File: src/cst_pkg.sv
// Package for the counting semaphore table: sizes, codes, request and response types.
`timescale 1ns / 1ps
package cst_pkg;

   localparam int NUM_SEMAPHORES = 16;
   localparam int QUEUE_DEPTH    = 16;

   localparam int ID_W    = 4;
   localparam int SLOT_W  = $clog2(NUM_SEMAPHORES);
   localparam int LINK_W  = $clog2(NUM_SEMAPHORES + 1);
   localparam int PTR_W   = $clog2(QUEUE_DEPTH);
   localparam int ADDR_W  = $clog2(NUM_SEMAPHORES * QUEUE_DEPTH);
   localparam int COUNT_W = 12;

   localparam logic signed [COUNT_W-1:0] COUNT_MAX = COUNT_W'(2047);
   localparam logic signed [COUNT_W-1:0] COUNT_MIN = COUNT_W'(-QUEUE_DEPTH);
   localparam logic [LINK_W-1:0]         LINK_NONE = LINK_W'(NUM_SEMAPHORES);

   localparam logic [1:0] CMD_CREATE  = 2'd0;
   localparam logic [1:0] CMD_DESTROY = 2'd1;
   localparam logic [1:0] CMD_WAIT    = 2'd2;
   localparam logic [1:0] CMD_POST    = 2'd3;

   localparam logic [1:0] STAT_OK       = 2'd0;
   localparam logic [1:0] STAT_NO_FREE  = 2'd1;
   localparam logic [1:0] STAT_FULL     = 2'd2;
   localparam logic [1:0] STAT_OVERFLOW = 2'd3;

   typedef struct packed {
      logic [1:0] command;
      logic [3:0] sem_id;
      logic [9:0] initial_value;
      logic [7:0] process_id;
   } cst_req_type;

   typedef struct packed {
      logic [1:0] status;
      logic [3:0] allocated_id;
      logic       blocked;
      logic       woken_valid;
      logic [7:0] woken_pid;
   } cst_rsp_type;

   // Map the 4-bit request id onto a slot index of the table.
   function automatic logic [SLOT_W-1:0] to_slot(input logic [ID_W-1:0] id);
      logic [SLOT_W+ID_W-1:0] wide;
      wide = {{SLOT_W{1'b0}}, id};
      return wide[SLOT_W-1:0];
   endfunction

   function automatic logic id_in_range(input logic [ID_W-1:0] id);
      logic [LINK_W+ID_W-1:0] wide;
      wide = {{LINK_W{1'b0}}, id};
      return wide < (LINK_W + ID_W)'(NUM_SEMAPHORES);
   endfunction

   function automatic logic [PTR_W-1:0] ptr_inc(input logic [PTR_W-1:0] ptr);
      if (ptr == PTR_W'(QUEUE_DEPTH - 1)) begin
         return '0;
      end
      return ptr + PTR_W'(1);
   endfunction

   function automatic logic [ADDR_W-1:0] ring_addr(input logic [SLOT_W-1:0] slot,
                                                   input logic [PTR_W-1:0]  ptr);
      return ADDR_W'(slot) * ADDR_W'(QUEUE_DEPTH) + ADDR_W'(ptr);
   endfunction

endpackage

File: src/counting_semaphore_table_unit.sv
// Counting semaphore table: free list, counts and per-slot wait rings.
`timescale 1ns / 1ps
//  channel  | ports                          | direction
//  ---------+--------------------------------+----------
//  request  | req_valid, req_stall, req_payload | in
//  response | rsp_valid, rsp_stall, rsp_payload | out
//
// The accept cycle of a request issues the wait-ring memory read, and the execute
// cycle updates the count through one adder, and the ring pointers and free list.
// A request is held in execute while the response register is full and stalled.
// Reset is synchronous; it clears the free list chain, its head and the control
// state. Counts, ring pointers and ring entries are valid once a create writes them.
module counting_semaphore_table_unit (
   input  logic                 clock,
   input  logic                 reset,
   input  logic                 req_valid,
   output logic                 req_stall,
   input  cst_pkg::cst_req_type req_payload,
   output logic                 rsp_valid,
   input  logic                 rsp_stall,
   output cst_pkg::cst_rsp_type rsp_payload
);
   import cst_pkg::*;

   typedef enum logic [1:0] {
      ST_IDLE = 2'b01,
      ST_EXEC = 2'b10
   } state_type;

   state_type state_ff, state_in;

   cst_req_type req_ff;
   cst_rsp_type rsp_ff, rsp_in;
   logic        rsp_valid_ff, rsp_valid_in;

   logic signed [COUNT_W-1:0] counts_ff [NUM_SEMAPHORES];
   logic [PTR_W-1:0]          ring_head_ff [NUM_SEMAPHORES];
   logic [PTR_W-1:0]          ring_tail_ff [NUM_SEMAPHORES];
   logic [LINK_W-1:0]         free_links_ff [NUM_SEMAPHORES];
   logic [LINK_W-1:0]         free_head_ff;
   logic [7:0]                wait_mem_ff [NUM_SEMAPHORES * QUEUE_DEPTH];
   logic [7:0]                rd_pid_ff;

   logic                      accept;
   logic                      commit;
   logic [SLOT_W-1:0]         acc_slot;
   logic [SLOT_W-1:0]         slot;
   logic [SLOT_W-1:0]         free_slot;
   logic                      id_ok;
   logic signed [COUNT_W-1:0] count_cur;
   logic signed [COUNT_W-1:0] count_sum;
   logic                      is_post;
   logic                      wait_full;
   logic                      post_ovf;
   logic                      no_free;
   logic [SLOT_W+3:0]         alloc_wide;

   assign accept    = req_valid && !req_stall;
   assign req_stall = (state_ff != ST_IDLE);
   assign commit    = (state_ff == ST_EXEC) && !(rsp_valid_ff && rsp_stall);

   assign acc_slot  = to_slot(req_payload.sem_id);
   assign slot      = to_slot(req_ff.sem_id);
   assign id_ok     = id_in_range(req_ff.sem_id);
   assign free_slot = free_head_ff[SLOT_W-1:0];
   assign no_free   = (free_head_ff >= LINK_NONE);

   // shared count adder: +1 for post, -1 for wait
   assign count_cur = counts_ff[slot];
   assign is_post   = (req_ff.command == CMD_POST);
   assign count_sum = count_cur + (is_post ? COUNT_W'(1) : COUNT_W'(-1));
   assign wait_full = (count_cur == COUNT_MIN);
   assign post_ovf  = (count_cur >= COUNT_MAX);
   assign alloc_wide = {4'b0, free_slot};

   always_comb begin
      state_in = state_ff;
      rsp_in   = rsp_ff;
      case (state_ff)
         ST_IDLE: begin
            if (accept) begin
               state_in = ST_EXEC;
            end
         end
         ST_EXEC: begin
            if (commit) begin
               state_in = ST_IDLE;
               rsp_in   = '0;
               case (req_ff.command)
                  CMD_CREATE: begin
                     if (no_free) begin
                        rsp_in.status = STAT_NO_FREE;
                     end else begin
                        rsp_in.allocated_id = alloc_wide[3:0];
                     end
                  end
                  CMD_WAIT: begin
                     if (id_ok) begin
                        if (wait_full) begin
                           rsp_in.status = STAT_FULL;
                        end else begin
                           rsp_in.blocked = count_sum[COUNT_W-1];
                        end
                     end
                  end
                  CMD_POST: begin
                     if (id_ok) begin
                        if (post_ovf) begin
                           rsp_in.status = STAT_OVERFLOW;
                        end else if (count_sum <= 0) begin
                           rsp_in.woken_valid = 1'b1;
                           rsp_in.woken_pid   = rd_pid_ff;
                        end
                     end
                  end
                  default: begin
                  end
               endcase
            end
         end
         default: begin
            state_in = ST_IDLE;
         end
      endcase
   end

   always_comb begin
      if (commit) begin
         rsp_valid_in = 1'b1;
      end else begin
         rsp_valid_in = rsp_valid_ff && rsp_stall;
      end
   end

   always_ff @(posedge clock) begin
      if (reset) begin
         state_ff     <= ST_IDLE;
         rsp_valid_ff <= 1'b0;
      end else begin
         state_ff     <= state_in;
         rsp_valid_ff <= rsp_valid_in;
      end
      rsp_ff <= rsp_in;
      if (accept) begin
         req_ff <= req_payload;
      end
   end

   // free list
   always_ff @(posedge clock) begin
      if (reset) begin
         for (int i = 0; i < NUM_SEMAPHORES; i++) begin
            free_links_ff[i] <= LINK_W'(i + 1);
         end
         free_head_ff <= '0;
      end else if (commit) begin
         if (req_ff.command == CMD_CREATE && !no_free) begin
            free_head_ff <= free_links_ff[free_slot];
         end else if (req_ff.command == CMD_DESTROY && id_ok) begin
            free_links_ff[slot] <= free_head_ff;
            free_head_ff        <= LINK_W'(slot);
         end
      end
   end

   // counts and ring pointers
   always_ff @(posedge clock) begin
      if (commit) begin
         case (req_ff.command)
            CMD_CREATE: begin
               if (!no_free) begin
                  counts_ff[free_slot]    <= COUNT_W'(req_ff.initial_value);
                  ring_head_ff[free_slot] <= '0;
                  ring_tail_ff[free_slot] <= '0;
               end
            end
            CMD_WAIT: begin
               if (id_ok && !wait_full) begin
                  counts_ff[slot] <= count_sum;
                  if (count_sum[COUNT_W-1]) begin
                     ring_tail_ff[slot] <= ptr_inc(ring_tail_ff[slot]);
                  end
               end
            end
            CMD_POST: begin
               if (id_ok && !post_ovf) begin
                  counts_ff[slot] <= count_sum;
                  if (count_sum <= 0) begin
                     ring_head_ff[slot] <= ptr_inc(ring_head_ff[slot]);
                  end
               end
            end
            default: begin
            end
         endcase
      end
   end

   // wait ring memory: read the head entry on accept, append on a blocking wait
   always_ff @(posedge clock) begin
      if (commit && req_ff.command == CMD_WAIT && id_ok && !wait_full
          && count_sum[COUNT_W-1]) begin
         wait_mem_ff[ring_addr(slot, ring_tail_ff[slot])] <= req_ff.process_id;
      end
      if (accept) begin
         rd_pid_ff <= wait_mem_ff[ring_addr(acc_slot, ring_head_ff[acc_slot])];
      end
   end

   assign rsp_valid   = rsp_valid_ff;
   assign rsp_payload = rsp_ff;

endmodule

File: config.mk
export PLATFORM = sky130hd
export DESIGN_NAME = counting_semaphore_table_unit
export DESIGN_NICKNAME = d
export VERILOG_FILES = /design/src/cst_pkg.sv /design/src/counting_semaphore_table_unit.sv
export SDC_FILE = /design/constraint.sdc
export NUM_CORES = 2
export LEC_CHECK = 0
export ABC_AREA = 1
export BUFFER_PORTS_ARGS = -buffer_cell sky130_fd_sc_hd__buf_4
export CORE_ASPECT_RATIO = 0.8
export CORE_UTILIZATION = 25
export CTS_CLUSTER_SIZE = 28
export DETAILED_ROUTE_END_ITERATION = 12
export GPL_ROUTABILITY_DRIVEN = 0
export PLACE_DENSITY_LB_ADDON = 0.1
export SETUP_SLACK_MARGIN = 0.1
export SLEW_MARGIN = 15
export SYNTH_ARGS = -nofsm -noshare
export SYNTH_HDL_FRONTEND = slang
export SYNTH_SLANG_ARGS = --single-unit
File: constraint.sdc
create_clock -name clock -period 4.1 [get_ports clock]
set_input_delay 0.82 -clock clock [delete_from_list [all_inputs] [get_ports clock]]
set_output_delay 0.82 -clock clock [all_outputs]
set_load 0.03 [all_outputs]
==> summary.txt <==
========================================================================================================
Via count .................................................................................        75400
Count of cell types in the netlist ........................................................           46
DRC violation count after routing .........................................................            0
Transition time at the pin with the least slew margin .....................................      1.02 ns
Total negative setup slack ................................................................         0 ns
Most common library cell in the layout ignoring fill and taps ............................. sky130_fd_sc_hd__edfxtp_1
Synth warnings ............................................................................            0
Post-DP HPWL ..............................................................................    249000 um
Number of nets in the final layout ........................................................        10600
Later-pin clock latency in the skew report ................................................      0.95 ns
GRT Total Usage ...........................................................................        17.5%
Critical path data arrival time ...........................................................      4.75 ns
Antenna violations before repair ..........................................................           22
TritonCTS clock tree ......................................................................        built
CP Data Required Time .....................................................................      4.83 ns
Cts bufs inserted .........................................................................          291
Highest-count cells in the layout ignoring fill and taps .................................. 2496 x sky130_fd_sc_hd__edfxtp_1, 2020 x sky130_fd_sc_hd__nand2_1, 1670 x sky130_fd_sc_hd__nand3_1
Endpoints failing hold ....................................................................            0
RSZ-0062 raised after global routing ......................................................         true
Starting utilization of the core area .....................................................        25.2%
Maximum clock path buffer count ...........................................................            4
Vias per inst .............................................................................         4.56
Relative area change from synthesis to final layout .......................................        22.4%
Amount of wire on met3 after detailed routing .............................................     22000 um
Number of nets in the synthesized netlist .................................................         9968
Global-route wire length before repair ....................................................    562000 um
Relative max-transition margin ............................................................        32.0%
TritonRoute pass-1 iters ..................................................................            6
Routed met1 length ........................................................................    190000 um
Die outline height ........................................................................       594 um
Drt wl/cell ...............................................................................      24.1 um
Worst Hold Class .......................................................................... input pin to flip-flop
Clock Tree Root ........................................................................... sky130_fd_sc_hd__clkbuf_16
Worst setup path class .................................................................... flip-flop to flip-flop
VDD IR max ................................................................................       365 uV
Sort of element at the start of the critical path .........................................    flip-flop
Final std cells w/o fill ..................................................................        16600
Maximum clock frequency ...................................................................    0.249 GHz
Overflow after GRT ........................................................................            0
Largest net degree at the start of global routing .........................................          120
Via count of the first global-routing pass ................................................        74600
Routed wire length ........................................................................    398000 um
Placed Instances ..........................................................................        16000
Cell Area, Placed .........................................................................  0.123 sq mm
Number of cell rows .......................................................................          216
Clk sinks .................................................................................         2512
Core outline area .........................................................................  0.434 sq mm
Overall die area ..........................................................................  0.441 sq mm
Top routing layer used ....................................................................         met4
Setup skew after layout ...................................................................    0.0682 ns
Post-CTS clock slew at the launch and capture registers of the worst setup and hold paths .      0.06 ns
Violation count after the first detailed-routing iteration ................................         6610
Final setup violation count ...............................................................            0
Synth Area per Inst .......................................................................   11.0 sq um
Register area share after synthesis .......................................................        68.7%
Final instance area .......................................................................  0.134 sq mm
Post-Place Setup Slack ....................................................................    -0.594 ns
Maximum net fanout on the critical path ...................................................           16
Combined area of all synthesized cells ....................................................  0.109 sq mm
Top-Level Pins ............................................................................           46
Worst Setup Slack, final ..................................................................    0.0812 ns
Final worst path period share .............................................................        98.0%
Startpoint of the tightest hold check path ................................................ req_payload[13]
Share of layout cells above drive strength 1 ..............................................        14.7%
Min Clock Period, post-route ..............................................................      4.02 ns
Sum of met2 wire segment lengths after detailed routing ...................................    175000 um
Fin. max-slew vios ........................................................................            0
Leakage component of the power ............................................................      50.3 nW
Status ....................................................................................    completed
Total of flip-flops plus latches after synthesis ..........................................         2512
Cells after Synth .........................................................................         9923
Die X-Extent ..............................................................................       742 um
ANT nets after route ......................................................................            0
Count of fill cells added during filler insertion .........................................        44200
Kind of end point of the critical path ....................................................    flip-flop
Count of port buffers added during placement ..............................................           45
Max-Cap Viols .............................................................................            0
Pwr Density ...............................................................................  463 mW/mm^2
Total number of H-tree levels .............................................................            5
Core occupancy in the finished layout .....................................................        30.9%
========================================================================================================
-- critical path, cell delays in order, from the launching register on --
cell and delay [ns]:
sky130_fd_sc_hd__dfxtp_4 0.42, sky130_fd_sc_hd__buf_12 0.16, sky130_fd_sc_hd__buf_4 0.15, sky130_fd_sc_hd__o21ai_0 0.08, sky130_fd_sc_hd__o211ai_1 0.21, sky130_fd_sc_hd__nand3_1 0.16, sky130_fd_sc_hd__buf_4 0.17, sky130_fd_sc_hd__buf_4 0.13
sky130_fd_sc_hd__buf_4 0.12, sky130_fd_sc_hd__buf_4 0.12, sky130_fd_sc_hd__buf_4 0.12, sky130_fd_sc_hd__buf_4 0.12, sky130_fd_sc_hd__buf_4 0.12, sky130_fd_sc_hd__nand4_1 0.15, sky130_fd_sc_hd__nor2_1 0.08, sky130_fd_sc_hd__nand3_2 0.10
sky130_fd_sc_hd__nand3_4 0.10, sky130_fd_sc_hd__o21ai_2 0.28, sky130_fd_sc_hd__buf_4 0.27, sky130_fd_sc_hd__buf_4 0.17, sky130_fd_sc_hd__nor2_1 0.07, sky130_fd_sc_hd__a31oi_1 0.26, sky130_fd_sc_hd__buf_4 0.27
-- final timing paths --
path              cells after the start  slack (ns)                   endpoint
setup / recovery                     22        0.08  counts_ff[2][7]$_DFFE_PP_
hold / removal                        1        0.09       req_ff[13]$_DFFE_PP_
setup reg to reg                     22        0.08  counts_ff[2][7]$_DFFE_PP_
hold reg to reg                       2        0.50       rsp_valid$_SDFF_PP0_
-- Yosys cell counts, drive strengths merged --
library cell,count,area (sq um)
a22oi,1,7.51
xor2,8,77.6
or2,8,50.1
and3,2,12.5
o211ai,291,2180
nand3b,353,2650
nand3,1705,8640
buf,419,2190
o21a,1,7.51
nand4,3,18.8
ha,16,200
a21oi,57,285
clkinv,18,67.6
a32o,3,30.0
inv,1231,4630
nand2,2080,7900
a221oi,5,43.8
nor2,646,2500
a211oi,1,7.51
a21o,2,15.0
o21ai,300,1520
fa,1,20.0
edfxtp,2496,75000
dfxtp,16,320
a31oi,1,6.26
o22ai,8,50.1
nor3,11,55.1
o221ai,31,272
clkbuf,209,786
-- what timing repair did --
action | CTS | global route
cloned | 4 | 6
endpoints found under the hold margin | 7 | 0
resized for setup | 125 | 143
hold buffers | 7 | 0
setup endpoints to repair | 2240 | 2515
pin swaps | 6 | 26
buffers inserted | 13 | 13
-- sequential cells by signal (all words and copies together) (netlist names), named ones only --
register and count:
req_ff 20, free_links_ff 80, slot 4, rsp_valid 1, counts_ff 192, ring_tail_ff 64, rd_pid_ff 8, wait_mem_ff 2048
state_ff 2, rsp_payload 16, ring_head_ff 64, free_head_ff 5
-- area by class of cell --
| class | count | area, sq um | area share (%) |
|---|---|---|---|
| Antenna cell | 4 | 10.0 | 0.00747 |
| Sequential cell | 2512 | 75300 | 56.2 |
| Multi-Input combinational cell | 5534 | 27500 | 20.5 |
| Tap cell | 5777 | 7230 | 5.39 |
| Clock inverter | 159 | 1440 | 1.07 |
| Clock buffer | 360 | 7900 | 5.90 |
| Timing Repair Buffer | 966 | 9910 | 7.40 |
| Inverter | 1249 | 4760 | 3.55 |
-- stage by stage --
step | power [W] | hold slack (ns)
2_1_floorplan | 0.0327 | 0.462
3_3_place_gp | 0.0362 | 0.490
3_5_place_dp | 0.0362 | 0.485
4_1_cts | 0.0627 | 0.0000898
5_1_grt | 0.0643 | 0.0327
6_report | 0.0621 | 0.0921
-- logic make-up after synthesis --
family / synth area share, %
flops: 68.7
buf+inv: 7.00
compound gates: 4.05
simple gates: 19.9
fa+ha+maj: 0.201
xor+xnor: 0.0709
-- per-layer routing --
metal | vias to the layer above | GRT usage [%]
met5 | - | 0
met4 | 0 | 5.14
met1 | 37800 | 25.3
li1 | 35300 | -
met3 | 486 | 2.96
met2 | 1866 | 26.9
-- power by group --
| group | internal [W] | leakage [nW] | switching (W) |
|---|---|---|---|
| combinational | 0.00236 | 23.4 | 0.00516 |
| clock | 0.0151 | 4.55 | 0.0111 |
| sequential | 0.0283 | 22.3 | 0.0000797 |
| total | 0.0458 | 50.3 | 0.0163 |
(Power assumes the default switching activity.)
